### src/sv/hvr_pkg.sv
// ----------------------------------------------------------------------------
// hvr_pkg
// Shared types, constants and helper functions of the velocity ramp unit.
// ----------------------------------------------------------------------------
package hvr_pkg;

    // Field widths
    localparam int VEL_W   = 24;
    localparam int ANG_W   = 16;
    localparam int TIME_W  = 32;
    localparam int DT_W    = 20;
    localparam int CFG_W   = 32;
    localparam int IDX_W   = 8;

    // Arithmetic widths
    localparam int CS_W    = 19;   // CORDIC x/y
    localparam int MA_W    = 33;   // multiplier operand a
    localparam int MB_W    = 26;   // multiplier operand b
    localparam int PROD_W  = MA_W + MB_W;
    localparam int QUO_W   = 25;
    localparam int NUM_W   = TIME_W + QUO_W;

    // CORDIC
    localparam int CORDIC_STEPS = 14;
    localparam int STEP_W       = 4;
    localparam logic signed [CS_W-1:0] CORDIC_GAIN = 19'sd39797;

    // Defaults
    localparam int unsigned ALIGN_TOL_DEF = 182;
    localparam logic [TIME_W-1:0] RAMP_RESET = 32'd1000000;

    // Register indexes
    localparam logic [IDX_W-1:0] CFG_SPEED = 8'd0;
    localparam logic [IDX_W-1:0] CFG_DIR   = 8'd1;
    localparam logic [IDX_W-1:0] CFG_RAMP  = 8'd2;
    localparam logic [IDX_W-1:0] CFG_ROT   = 8'd3;

    typedef enum logic [3:0] {
        S_IDLE, S_CST, S_CORD, S_GX, S_GY, S_GW, S_MUL, S_DLD, S_DIV, S_EMIT
    } t_state;

    typedef enum logic [1:0] {CH_X, CH_Y, CH_W} t_chan;

    // Arctangent of 2^-i in binary angle units.
    function automatic logic signed [ANG_W-1:0] f_atan(input logic [STEP_W-1:0] i);
        logic signed [ANG_W-1:0] v;
        case (i)
            4'd0:    v = 16'sd8192;
            4'd1:    v = 16'sd4836;
            4'd2:    v = 16'sd2555;
            4'd3:    v = 16'sd1297;
            4'd4:    v = 16'sd651;
            4'd5:    v = 16'sd326;
            4'd6:    v = 16'sd163;
            4'd7:    v = 16'sd81;
            4'd8:    v = 16'sd41;
            4'd9:    v = 16'sd20;
            4'd10:   v = 16'sd10;
            4'd11:   v = 16'sd5;
            4'd12:   v = 16'sd3;
            4'd13:   v = 16'sd1;
            default: v = 16'sd0;
        endcase
        return v;
    endfunction

    // Round a Q.16 product to nearest and saturate to a velocity.
    function automatic logic signed [VEL_W-1:0] f_round_sat(
        input logic signed [PROD_W-1:0] p);
        logic signed [PROD_W-1:0] r;
        r = (p + 59'sd32768) >>> 16;
        if (r > 59'sd8388607) begin
            return 24'sh7FFFFF;
        end else if (r < -59'sd8388608) begin
            return 24'sh800000;
        end
        return r[VEL_W-1:0];
    endfunction

endpackage

### src/sv/hvr_cordic.sv
// ----------------------------------------------------------------------------
// hvr_cordic
// Iterative rotation-mode CORDIC: one micro-rotation per cycle, then
// quadrant mapping to cosine and sine.
// ----------------------------------------------------------------------------
module hvr_cordic
    import hvr_pkg::*;
(
    input  logic                   i_clk,
    input  logic                   i_rst_n,
    input  logic                   i_start,
    input  logic [ANG_W-1:0]       i_angle,
    output logic                   o_done,
    output logic signed [CS_W-1:0] o_cos,
    output logic signed [CS_W-1:0] o_sin
);

    logic signed [CS_W-1:0]  r_x, r_y;
    logic signed [ANG_W-1:0] r_z;
    logic [1:0]              r_quad;
    logic [STEP_W-1:0]       r_step;
    logic                    r_busy;
    logic                    r_done;
    logic signed [CS_W-1:0]  dx, dy;

    // Shifted terms of the current micro-rotation.
    assign dx = r_y >>> r_step;
    assign dy = r_x >>> r_step;

    // Rotation sequence.
    always_ff @(posedge i_clk) begin
        if (!i_rst_n) begin
            r_busy <= 1'b0;
            r_done <= 1'b0;
            r_step <= '0;
        end else begin
            r_done <= 1'b0;
            if (i_start) begin
                r_x    <= CORDIC_GAIN;
                r_y    <= '0;
                r_z    <= {2'b00, i_angle[ANG_W-3:0]};
                r_quad <= i_angle[ANG_W-1:ANG_W-2];
                r_step <= '0;
                r_busy <= 1'b1;
            end else if (r_busy) begin
                if (!r_z[ANG_W-1]) begin
                    r_x <= r_x - dx;
                    r_y <= r_y + dy;
                    r_z <= r_z - f_atan(r_step);
                end else begin
                    r_x <= r_x + dx;
                    r_y <= r_y - dy;
                    r_z <= r_z + f_atan(r_step);
                end
                if (r_step == STEP_W'(CORDIC_STEPS - 1)) begin
                    r_busy <= 1'b0;
                    r_done <= 1'b1;
                end
                r_step <= r_step + 1'b1;
            end
        end
    end

    // Map the first-quadrant result back to the full circle.
    always_comb begin
        case (r_quad)
            2'd0:    begin o_cos = r_x;  o_sin = r_y;  end
            2'd1:    begin o_cos = -r_y; o_sin = r_x;  end
            2'd2:    begin o_cos = -r_x; o_sin = -r_y; end
            default: begin o_cos = r_y;  o_sin = -r_x; end
        endcase
    end

    assign o_done = r_done;

endmodule

### src/sv/hvr_div.sv
// ----------------------------------------------------------------------------
// hvr_div
// Restoring divider, one quotient bit per cycle. The numerator is known to
// give a quotient that fits QUO_W bits.
// ----------------------------------------------------------------------------
module hvr_div
    import hvr_pkg::*;
(
    input  logic              i_clk,
    input  logic              i_rst_n,
    input  logic              i_start,
    input  logic [NUM_W-1:0]  i_num,
    input  logic [TIME_W-1:0] i_den,
    output logic              o_done,
    output logic [QUO_W-1:0]  o_quo
);

    logic [TIME_W-1:0] r_rem;
    logic [QUO_W-1:0]  r_q;
    logic [4:0]        r_cnt;
    logic              r_busy;
    logic              r_done;
    logic [TIME_W:0]   w_trial;
    logic              w_ge;

    // Trial subtract of the next partial remainder.
    assign w_trial = {r_rem, r_q[QUO_W-1]};
    assign w_ge    = w_trial >= {1'b0, i_den};

    always_ff @(posedge i_clk) begin
        if (!i_rst_n) begin
            r_busy <= 1'b0;
            r_done <= 1'b0;
            r_cnt  <= '0;
        end else begin
            r_done <= 1'b0;
            if (i_start) begin
                r_rem  <= i_num[NUM_W-1:QUO_W];
                r_q    <= i_num[QUO_W-1:0];
                r_cnt  <= '0;
                r_busy <= 1'b1;
            end else if (r_busy) begin
                r_rem <= w_ge ? TIME_W'(w_trial - {1'b0, i_den}) : w_trial[TIME_W-1:0];
                r_q   <= {r_q[QUO_W-2:0], w_ge};
                if (r_cnt == 5'(QUO_W - 1)) begin
                    r_busy <= 1'b0;
                    r_done <= 1'b1;
                end
                r_cnt <= r_cnt + 1'b1;
            end
        end
    end

    assign o_done = r_done;
    assign o_quo  = r_q;

endmodule

### src/sv/holonomic_velocity_ramp_unit.sv
// ----------------------------------------------------------------------------
// holonomic_velocity_ramp_unit
// Velocity ramp generator for a holonomic base with a shared multiplier,
// an iterative divider and an iterative CORDIC under one sequencer.
// ----------------------------------------------------------------------------
// Command (register write): setup, CORDIC, then multiplies for x and y targets.
// Tick while ramping: per channel a multiply, a divider load and a divide (no
// angular channel when aligned), then emit; held or idle ticks go to emit.
// A result leaves through an output register; the next item may enter then.
// Synchronous active-low reset clears control registers; ramp time resets to 1 s.
module holonomic_velocity_ramp_unit
    import hvr_pkg::*;
#(
    parameter int unsigned ALIGN_TOL = ALIGN_TOL_DEF
) (
    input  logic                    i_clk,
    input  logic                    i_rst_n,
    input  logic                    i_cfg_we,
    input  logic [IDX_W-1:0]        i_cfg_idx,
    input  logic [CFG_W-1:0]        i_cfg_data,
    input  logic                    i_in_valid,
    output logic                    o_in_stall,
    input  logic [DT_W-1:0]         i_dt_us,
    input  logic [ANG_W-1:0]        i_heading,
    output logic                    o_out_valid,
    input  logic                    i_out_stall,
    output logic signed [VEL_W-1:0] o_vel_x,
    output logic signed [VEL_W-1:0] o_vel_y,
    output logic signed [VEL_W-1:0] o_omega,
    output logic                    o_ramping,
    output logic                    o_aligned
);

    t_state r_state, n_state;

    // Configuration and command state
    logic signed [VEL_W-1:0] r_speed, r_rot;
    logic [ANG_W-1:0]        r_dir;
    logic [TIME_W-1:0]       r_ramp;
    logic signed [VEL_W-1:0] r_cur_vx, r_cur_vy, r_cur_w;
    logic signed [VEL_W-1:0] r_st_vx, r_st_vy, r_st_w;
    logic signed [VEL_W-1:0] r_goal_vx, r_goal_vy;
    logic [TIME_W-1:0]       r_elapsed;
    logic                    r_cmd;

    // Per-item working registers
    logic [TIME_W-1:0]       r_t, r_tden;
    logic signed [VEL_W-1:0] r_wf;
    logic                    r_ramping, r_aligned, r_qneg;
    t_chan                   r_ch;
    logic signed [PROD_W-1:0] r_prod;
    logic                    r_ovalid;

    logic cmd_wr, in_acc, out_acc, emit;
    logic cord_start, cord_done, div_start, div_done;
    logic signed [CS_W-1:0]  cord_cos, cord_sin;
    logic [QUO_W-1:0]        div_quo;
    logic signed [MA_W-1:0]  mul_a;
    logic signed [MB_W-1:0]  mul_b;
    logic [NUM_W-1:0]        div_num;

    // Tick decode
    logic [ANG_W-1:0]        herr;
    logic                    herr_neg, aligned_c, ramping_c, inramp_c;
    logic [ANG_W-1:0]        aerr;
    logic [TIME_W-1:0]       tden_c;
    logic [TIME_W:0]         tsum;
    logic signed [VEL_W:0]   mag_c;
    logic signed [VEL_W-1:0] mag_sat, wf_c;
    logic signed [VEL_W:0]   diff;
    logic signed [QUO_W:0]   q_s;
    logic signed [VEL_W-1:0] blend_v, st_sel;

    assign cmd_wr  = i_cfg_we && (i_cfg_idx <= CFG_ROT);
    assign in_acc  = i_in_valid && (r_state == S_IDLE);
    assign out_acc = r_ovalid && !i_out_stall;
    assign emit    = (r_state == S_EMIT) && (!r_ovalid || !i_out_stall);

    // Heading error, alignment and ramp status of the arriving tick.
    assign herr      = r_dir - i_heading;
    assign herr_neg  = herr[ANG_W-1];
    assign aerr      = herr_neg ? ANG_W'(~herr + 1'b1) : herr;
    assign aligned_c = aerr < ANG_W'(ALIGN_TOL);
    assign ramping_c = r_cmd && (r_elapsed != '0);
    assign tden_c    = (r_ramp == '0) ? TIME_W'(1) : r_ramp;
    assign inramp_c  = r_elapsed <= tden_c;
    assign tsum      = {1'b0, r_elapsed} + {{(TIME_W-DT_W+1){1'b0}}, i_dt_us};
    assign mag_c     = r_rot[VEL_W-1] ? -(VEL_W+1)'(r_rot) : (VEL_W+1)'(r_rot);
    // The magnitude of the most negative rotation rate does not fit and saturates.
    assign mag_sat   = mag_c[VEL_W-1] ? 24'sh7FFFFF : mag_c[VEL_W-1:0];
    assign wf_c      = herr_neg ? -mag_sat : mag_sat;

    // Ramp difference and start value of the channel being blended.
    always_comb begin
        case (r_ch)
            CH_X: begin
                st_sel = r_st_vx;
                diff   = (VEL_W+1)'(r_goal_vx) - (VEL_W+1)'(r_st_vx);
            end
            CH_Y: begin
                st_sel = r_st_vy;
                diff   = (VEL_W+1)'(r_goal_vy) - (VEL_W+1)'(r_st_vy);
            end
            default: begin
                st_sel = r_st_w;
                diff   = (VEL_W+1)'(r_wf) - (VEL_W+1)'(r_st_w);
            end
        endcase
    end

    assign q_s     = r_qneg ? -$signed({1'b0, div_quo}) : $signed({1'b0, div_quo});
    assign blend_v = VEL_W'((VEL_W+1)'(st_sel) + q_s[VEL_W:0]);
    assign div_num = r_prod[PROD_W-1] ? NUM_W'(-r_prod) : NUM_W'(r_prod);

    // Next state
    always_comb begin
        n_state = r_state;
        case (r_state)
            S_IDLE: begin
                if (cmd_wr) begin
                    n_state = S_CST;
                end else if (in_acc) begin
                    n_state = (ramping_c && inramp_c) ? S_MUL : S_EMIT;
                end
            end
            S_CST:  n_state = S_CORD;
            S_CORD: if (cord_done) n_state = S_GX;
            S_GX:   n_state = S_GY;
            S_GY:   n_state = S_GW;
            S_GW:   n_state = S_IDLE;
            S_MUL:  n_state = S_DLD;
            S_DLD:  n_state = S_DIV;
            S_DIV: begin
                if (div_done) begin
                    if (r_ch == CH_W || (r_ch == CH_Y && r_aligned)) begin
                        n_state = S_EMIT;
                    end else begin
                        n_state = S_MUL;
                    end
                end
            end
            S_EMIT: if (emit) n_state = S_IDLE;
            default: n_state = S_IDLE;
        endcase
    end

    // Sequencer outputs: unit starts and multiplier operands.
    always_comb begin
        cord_start = (r_state == S_CST);
        div_start  = (r_state == S_DLD);
        mul_a      = '0;
        mul_b      = '0;
        case (r_state)
            S_GX: begin
                mul_a = MA_W'(cord_cos);
                mul_b = MB_W'(r_speed);
            end
            S_GY: begin
                mul_a = MA_W'(cord_sin);
                mul_b = MB_W'(r_speed);
            end
            S_MUL: begin
                mul_a = $signed({1'b0, r_t});
                mul_b = MB_W'(diff);
            end
            default: ;
        endcase
    end

    // Shared multiplier with registered product.
    always_ff @(posedge i_clk) begin
        r_prod <= mul_a * mul_b;
        if (r_state == S_DLD) begin
            r_qneg <= r_prod[PROD_W-1];
        end
    end

    // State, configuration and velocity registers.
    always_ff @(posedge i_clk) begin
        if (!i_rst_n) begin
            r_state   <= S_IDLE;
            r_speed   <= '0;
            r_dir     <= '0;
            r_ramp    <= RAMP_RESET;
            r_rot     <= '0;
            r_cur_vx  <= '0;
            r_cur_vy  <= '0;
            r_cur_w   <= '0;
            r_st_vx   <= '0;
            r_st_vy   <= '0;
            r_st_w    <= '0;
            r_goal_vx <= '0;
            r_goal_vy <= '0;
            r_elapsed <= '0;
            r_cmd     <= 1'b0;
            r_ch      <= CH_X;
            r_ovalid  <= 1'b0;
        end else begin
            r_state <= n_state;

            // A register write to indexes up to CFG_ROT issues a command.
            if (i_cfg_we) begin
                case (i_cfg_idx)
                    CFG_SPEED: r_speed <= i_cfg_data[VEL_W-1:0];
                    CFG_DIR:   r_dir   <= i_cfg_data[ANG_W-1:0];
                    CFG_RAMP:  r_ramp  <= i_cfg_data[TIME_W-1:0];
                    CFG_ROT:   r_rot   <= i_cfg_data[VEL_W-1:0];
                    default: ;
                endcase
            end
            if (cmd_wr) begin
                r_st_vx   <= r_cur_vx;
                r_st_vy   <= r_cur_vy;
                r_st_w    <= r_cur_w;
                r_elapsed <= '0;
                r_cmd     <= 1'b1;
            end

            // Targets from the CORDIC results.
            if (r_state == S_GY) r_goal_vx <= f_round_sat(r_prod);
            if (r_state == S_GW) r_goal_vy <= f_round_sat(r_prod);

            // Tick acceptance: latch time, decide held or ramped values.
            if (in_acc && !cmd_wr) begin
                r_t       <= r_elapsed;
                r_tden    <= tden_c;
                r_elapsed <= tsum[TIME_W] ? '1 : tsum[TIME_W-1:0];
                r_ramping <= ramping_c;
                r_aligned <= aligned_c;
                r_wf      <= wf_c;
                r_ch      <= CH_X;
                if (ramping_c) begin
                    if (!inramp_c) begin
                        r_cur_vx <= r_goal_vx;
                        r_cur_vy <= r_goal_vy;
                        r_cur_w  <= aligned_c ? '0 : wf_c;
                    end else if (aligned_c) begin
                        r_cur_w <= '0;
                    end
                end
            end

            // Blended channel result.
            if (r_state == S_DIV && div_done) begin
                case (r_ch)
                    CH_X:    r_cur_vx <= blend_v;
                    CH_Y:    r_cur_vy <= blend_v;
                    default: r_cur_w  <= blend_v;
                endcase
                r_ch <= (r_ch == CH_X) ? CH_Y : CH_W;
            end

            // Output register.
            if (emit) begin
                r_ovalid <= 1'b1;
            end else if (out_acc) begin
                r_ovalid <= 1'b0;
            end
        end
    end

    // Output payload.
    always_ff @(posedge i_clk) begin
        if (emit) begin
            o_vel_x   <= r_cur_vx;
            o_vel_y   <= r_cur_vy;
            o_omega   <= r_cur_w;
            o_ramping <= r_ramping;
            o_aligned <= r_aligned;
        end
    end

    assign o_in_stall  = (r_state != S_IDLE);
    assign o_out_valid = r_ovalid;

    hvr_cordic u_cordic (
        .i_clk   (i_clk),
        .i_rst_n (i_rst_n),
        .i_start (cord_start),
        .i_angle (r_dir),
        .o_done  (cord_done),
        .o_cos   (cord_cos),
        .o_sin   (cord_sin)
    );

    hvr_div u_div (
        .i_clk   (i_clk),
        .i_rst_n (i_rst_n),
        .i_start (div_start),
        .i_num   (div_num),
        .i_den   (r_tden),
        .o_done  (div_done),
        .o_quo   (div_quo)
    );

endmodule

### config.mk
export PLATFORM = sky130hd
export DESIGN_NAME = holonomic_velocity_ramp_unit
export DESIGN_NICKNAME = d
export VERILOG_FILES = /design/src/sv/hvr_pkg.sv /design/src/sv/hvr_cordic.sv /design/src/sv/hvr_div.sv /design/src/sv/holonomic_velocity_ramp_unit.sv
export SDC_FILE = /design/constraint.sdc
export NUM_CORES = 2
export LEC_CHECK = 0
export ABC_AREA = 0
export BUFFER_PORTS_ARGS = -buffer_cell sky130_fd_sc_hd__buf_2
export CORE_MARGIN = 4
export CORE_UTILIZATION = 30
export CTS_BUF_LIST = sky130_fd_sc_hd__clkbuf_4 sky130_fd_sc_hd__clkbuf_8
export DETAILED_ROUTE_END_ITERATION = 7
export GPL_TIMING_DRIVEN = 0
export PLACE_DENSITY = 0.42
export SLEW_MARGIN = 20
export SYNTH_ARGS = -nofsm -noshare
export SYNTH_HDL_FRONTEND = slang
export SYNTH_SLANG_ARGS = --single-unit
### constraint.sdc
create_clock -name i_clk -period 22.2 [get_ports i_clk]
set_input_delay 4.44 -clock i_clk [delete_from_list [all_inputs] [get_ports i_clk]]
set_output_delay 4.44 -clock i_clk [all_outputs]
set_load 0.02 [all_outputs]
== Word-level counts from Yosys, hierarchy flattened ==
Memories as Yosys holds them, arrays and structs flattened. A register that Yosys moved wholly into a read port is not among the register bits.
Cells that the tools add are included.

* Mux-type cells: 88
* Order comparisons: 6
* Add/subtract/negate cells: 23
* Shifts and indexed selects: 2
* Reduce and logical (&&, ||, !) cells: 41
* Equality and inequality tests: 22
* $mul: 1
* Bitwise operators: 4

{| class="wikitable"
|+ Operators by type and width
! cell !! count
|-
| 24-bit two-way mux || 24
|-
| 32-bit two-way mux || 7
|-
| 16-bit two-way mux || 11
|-
| 19-bit one-hot mux with 3 select lines || 2
|-
| 33-bit one-hot mux with 3 select lines || 1
|-
| 19-bit two-way mux || 4
|-
| 24-bit by 24-bit subtractor with 25-bit output || 3
|-
| 59-bit by 17-bit adder with 59-bit output, second input constant || 1
|-
| 33-bit by 26-bit multiplier with 59-bit output || 1
|-
| 57-bit two-way mux || 1
|-
| 57-bit negator || 1
|-
| 26-bit one-hot mux with 2 select lines || 1
|-
| 25-bit two-way mux || 2
|-
| 25-bit one-hot mux with 2 select lines || 1
|-
| 24-bit negator || 2
|-
| 24-bit one-hot mux with 2 select lines || 1
|-
| 4-bit two-way mux || 11
|-
| 43-bit by 24-bit > comparator with 1-bit output, second input constant || 1
|-
| 43-bit by 24-bit < comparator with 1-bit output, second input constant || 1
|-
| 19-bit adder || 2
|-
| 19-bit negator || 2
|-
| 19-bit by 4-bit >>> shifter with 19-bit output || 2
|-
| 19-bit subtractor || 2
|-
| 4-bit one-hot mux with 9 select lines || 1
|-
| other kinds (45) || 102
|}

* Bits of input ports: 81
* Output and inout port bits: 76
* Word-level logic and storage cells: 231
* Memories: 2
* Register bits: 678
* Bits in read-only memories: 448

{| class="wikitable"
|+ Memory list
! memory !! words !! width !! read ports !! clocked after Yosys merged registers in !! write ports !! line !! RTL
|-
| (name not given) || 16 || 14 || 1 || 1 || 0 || hvr_pkg.sv:47 || <nowiki>case (i)</nowiki>
|-
| (name not given) || 16 || 14 || 1 || 1 || 0 || hvr_pkg.sv:47 ||
|}

== Logic depth before layout (Yosys ltp) ==
* Depth in word-level cells: 11
* Depth in mapped cells: 42
* Gate-level depth less buffers: 40

== By module ==
From an unflattened synthesis, not the netlist that was laid out.

* Cell total of the unflattened synthesis: 8,864
* Area, all modules: 76,204.3 um^2

{| class="wikitable"
|+ Modules (own cells, without submodules)
! module !! instances !! area each (um^2) !! sequential area each (um^2) !! cells each
|-
| holonomic_velocity_ramp_unit || 1 || 61,506.5 || 12,702.2 || 7,167
|-
| hvr_cordic || 1 || 9,766.9 || 2,082.0 || 1,188
|-
| hvr_div || 1 || 4,931.0 || 1,851.8 || 509
|}

== Worst setup path before layout ==
No wires, ideal clock.

* Path type: register to register
* From: register r_goal_vy[0]
* To: register r_prod[56]
* Setup time: 0.121 ns
* Data required time: 22.079 ns
* Clock period less this slack: 9.949 ns
* Cell stages (with the launch flop): 39
* Buffers on the path: 2
* Slack: 12.251 ns
* Arrival: 9.829 ns
* Cell sequence: dfxtp_1 inv_1 ha_1 inv_1 fa_1 a21o_1 a21oi_1 o21ai_1 a2111o_1 a21oi_1 nor3_1 o2111ai_1 a21oi_1 o41ai_1 o311ai_1 clkbuf_1 clkbuf_1 nor2_1 (+3 left out) fa_1 fa_1 fa_1 inv_1 fa_1 inv_1 ha_1 a21o_1 a21o_1 a211oi_1 a21oi_1 a221oi_1 o21bai_1 o41a_1 a221o_1 a311o_1 a21o_1 xor2_1

* Word-level cells in the longest chain between the ends: 4

{| class="wikitable"
|+ RTL lines
! element !! line !! RTL
|-
| start: declaration || holonomic_velocity_ramp_unit.sv:42 || <nowiki>logic signed [VEL_W-1:0] r_goal_vx, r_goal_vy;</nowiki>
|-
| start signal: assignment || holonomic_velocity_ramp_unit.sv:221 || <nowiki>if (r_state == S_GW) r_goal_vy <= f_round_sat(r_prod);</nowiki>
|-
| 24-bit by 24-bit subtractor with 25-bit output || holonomic_velocity_ramp_unit.sv:102 || <nowiki>diff = (VEL_W+1)'(r_goal_vy) - (VEL_W+1)'(r_st_vy);</nowiki>
|-
| 25-bit one-hot mux with 2 select lines || holonomic_velocity_ramp_unit.sv:95 || <nowiki>case (r_ch)</nowiki>
|-
| 26-bit one-hot mux with 2 select lines || holonomic_velocity_ramp_unit.sv:153 || <nowiki>case (r_state)</nowiki>
|-
| 33-bit by 26-bit multiplier with 59-bit output || holonomic_velocity_ramp_unit.sv:172 || <nowiki>r_prod <= mul_a * mul_b;</nowiki>
|-
| end signal: assignment || holonomic_velocity_ramp_unit.sv:172 ||
|-
| end: declaration || holonomic_velocity_ramp_unit.sv:51 || <nowiki>logic signed [PROD_W-1:0] r_prod;</nowiki>
|}

No other way between the ends.
A chain may end at the register's enable or synchronous reset.

== Final worst setup path ==
* From: register r_state[3]
* To: register r_prod[58]

* Word-level cells in the longest chain between the ends: 4
* Elaborated cells between the ends (all ways): 7
* Those cells by class: mul: 1; eq/ne: 3; mux: 2; reduce/logical: 1

{| class="wikitable"
|+ RTL lines
! element !! line !! RTL
|-
| start: declaration || holonomic_velocity_ramp_unit.sv:34 || <nowiki>t_state r_state, n_state;</nowiki>
|-
| start signal: assignment || holonomic_velocity_ramp_unit.sv:199 || <nowiki>r_state <= n_state;</nowiki>
|-
| 4-bit by 3-bit equality test with 1-bit output / 4-bit by 2-bit equality test with 1-bit output (equally long branches) || holonomic_velocity_ramp_unit.sv:153 ||
|-
| 2-bit OR reduction (no line) || - ||
|-
| 26-bit one-hot mux with 2 select lines || holonomic_velocity_ramp_unit.sv:153 ||
|-
| 33-bit by 26-bit multiplier with 59-bit output * || holonomic_velocity_ramp_unit.sv:172 ||
|}

Mark *: on every way between the ends. The rest lies on a longest branch, timed or not.

==> out/results.txt <==
share of synthesized flip-flops with an asynchronous set or reset - 0
power density cells - 75.9 nW/um2
total clock sinks - 692
# fillers - 26400
Port Buffers - 155
min-delay src - r_ramping
sequential fraction of design power - 0.266
Die Ht - 510 um
hold path endpoint - o_ramping
Mapped Area - 75600 um2
status - complete, no violations
FMAX - 76.5 MHz
Yosys top cell area share - 0.236
Slew headroom - 0.133
CTS buffer count - 141
Setup Skew - 62.4 ps
die area - 260000 um2
Area growth syn-to-layout - 11.6%
R2R depth - 34
RSZ-0062 raised after global routing - no
R2R Path End - r_prod[58]
Hold Path Depth - 0
Final Hold Viols - 0
first-pass GRT wire length - 468 mm
r2r setup slk - 9130 ps
Initial Utilization - 0.303
Comb power frac - 0.494
Vias/cell - 5.19
grt total ovfl - 0
internal power - 3.57 mW
compound-cell area share of the yosys netlist - 0.145
core area - 250000 um2
DRC - 0
Post-Synthesis Net Count - 10200
crit share post-route - 0.589
maximum vdd drop - 60.5 uV
Boundary Pins - 157
Area contributors post-synth - fa_1 24%, edfxtp_1 11%, dfxtp_1 11%
Max Slew Vio Count - 0
vias in the first global route - 65200
largest net degree at the start of global routing - 39
Synth area leader - fa_1
Clock Path Buffers - 3
Hold WC Path Type - register to register
Critical Path Most Common Cell - fa_1
Setup CP Type - register to register
GR Util All Layers - 0.246
DR pass1 iterations - 6
Post-DP HPWL - 270 mm
max-cap violations - 0
Design Power - 6.40 mW
Post-Synth Adder-Cell Area - 0.306
DIE WIDTH - 510 um
Post-synth EDFFs - 278
Post-CTS Setup Bufs - 0
Worst-path clk slew - 60 ps
setup TNS - 0 ps
Sw Share - 0.443
H-tree depth - 4
initial antenna violation count - 19
Slowest-stage cell, CP - clkbuf_1
Syn. warnings - 0
Crit Reg-Reg Startpoint - r_state[3]
Worst Tran Pin Value - 1300 ps
sequential share of the synthesized area - 0.220
setup violators final - 0
Synth Flop Type - dfxtp_1
cell area after layout - 84400 um2
Placed Instance Area - 81100 um2
fin nets - 10500
critical path peak fanout - 11
Leak - 36.9 nW
register area - 16600 um2
clock group share of total power - 0.241
post-DR wirelength/cell - 25.6 um
Simple-Gate Fraction of Synth Area - 0.161
synthesized flop and latch total - 692
final WL - 322 mm
Initial DRC Count - 5751
post-layout min period - 13070 ps
area of the multi-input gates - 52500 um2
startpoint types - register
CP max stage delay - 690 ps
Synth Area in XOR/XNOR - 0.0537
CTS resizes - 0
Net Switching - 2.83 mW
DRT antenna net count - 0
Avg Cell Area, Syn - 8.58 um2
CP required - 22870 ps
layout cell share with drive strength beyond 1 - 0.0701
unique cell type count in the Yosys netlist - 110
crit path DAT - 13740 ps
kind of end point of the critical path - register
post-synthesis mux area share - 0.0275
largest family of logic cells by synthesized area - adder cells
CTS Hold Bufs - 0
CTS Root Cell - clkbuf_8
Mapped Cells - 8808
vias post-DR - 65300
Final Wtd Congestion - 0.940
CTS tree - done
clk_lat worst skew - 920 ps
FP Rows - 183
## worst max-delay path: cells and delay by family, from the launching register on
kind | cells | cell delay [ps]
fa+ha+maj | 8 | 4290
compound gates | 13 | 3810
buf+inv | 6 | 1980
simple gates | 6 | 1970
xor+xnor | 1 | 440
flops | 1 | 310
## cells by family (layout without fill, tap and decap cells)
| group | after synthesis | count (layout) |
|---|---|---|
| adders and majority gates | 1314 | 1314 |
| xor gates and xnor gates | 463 | 463 |
| muxes | 160 | 160 |
| other | 0 | 11 |
| AOI/OAI and AO/OA | 1741 | 1741 |
| and+or+nand+nor | 2724 | 2724 |
| DFF | 692 | 692 |
| buffers and inverters | 1714 | 2153 |
## placed cells by master, fill, tap and decap left out, types with 53 or more instances in the layout
master,count
edfxtp_1,278
o21a_1,83
dfxtp_1,414
nor3_1,101
nand3_1,143
nand4_1,53
clkbuf_4,54
mux2i_1,102
buf_2,175
a211oi_1,61
o21ai_0,367
nand2b_1,72
a31oi_1,73
nand2_1,1425
xnor2_1,260
clkbuf_8,170
nor2b_1,53
ha_1,425
and2_1,110
a21oi_1,568
and3_1,58
nor2_1,499
xor2_1,199
a21o_1,102
fa_1,888
clkbuf_1,444
inv_1,1209
## flip-flops by register name, indices dropped and copies added (netlist names), 25 cells and up, named ones only
register and cells:
r_elapsed 32, r_t 32, u_div.o_quo 25, u_div.r_rem 32
r_tden 32, r_prod 59, r_ramp 32
## stage by stage
step	setup WS, ps	hold WS [ps]	instances	util
after floorplan	12250	400	8808	-
after global placement	7550	409	12300	0.323
after detailed placement	9210	416	12300	0.325
after CTS	9110	425	12600	0.338
after global routing	8610	438	12600	0.338
final	9130	424	12600	0.338
## metal layers
metal / vias up / share of wire / global-route usage
met5: - / 0.000065 / 0
met4: 4 / 0.041 / 0.0894
met3: 424 / 0.056 / 0.0312
met2: 2123 / 0.45 / 0.390
met1: 32900 / 0.45 / 0.344
li1: 29800 / - / -
## power by group through the flow
stage	clock network (mW)	logic (mW)	registers (mW)
floorplan	0	2.17	1.66
global placement	0	3.06	1.73
detailed placement	0	3.12	1.72
CTS	1.59	3.14	1.70
global route	1.64	3.46	1.71
finish	1.54	3.16	1.70
## final cells by class
class | count | area share
Sequential cell | 692 | 0.197
Inverter | 1214 | 0.0540
Timing Repair Buffer | 180 | 0.0141
Multi-Input combinational cell | 6402 | 0.623
Clock buffer | 220 | 0.0320
Antenna cell | 11 | 0.000326
Clock inverter | 39 | 0.00611
Tap cell | 3330 | 0.0494
Buffer | 500 | 0.0239
## Yosys cell counts, drive strengths merged, types with 28 or more instances
cell type and number:
o211ai 40, nand4 53, o21a 83, o21bai 38, o21ai 426, ha 425, xnor2 264, nor2b 53
xor2 199, a31oi 73, nor2 502, a211oi 64, mux4 36, a21oi 574, nand2 1425, buf 47
and2 114, nor3 106, o31ai 48, and3 61, a311oi 47, or3 47, a21o 103, nand3 143
a22oi 28, nor4 47, fa 889, mux2i 102, clkbuf 453, nand2b 72, inv 1213, dfxtp 414
edfxtp 278
## worst max-delay path by stage
stage	endpoint	from	depth (start not counted)
2_1_floorplan	r_prod[56]	r_goal_vy[0]	38
3_3_place_gp	r_prod[57]	r_st_vx[0]	37
3_5_place_dp	r_prod[58]	u_cordic.r_y[0]	30
4_1_cts	r_prod[58]	u_cordic.r_y[0]	30
5_1_grt	r_prod[58]	r_state[3]	34
6_report	r_prod[58]	r_state[3]	34
No activity file was read; power rests on OpenSTA's default activity.
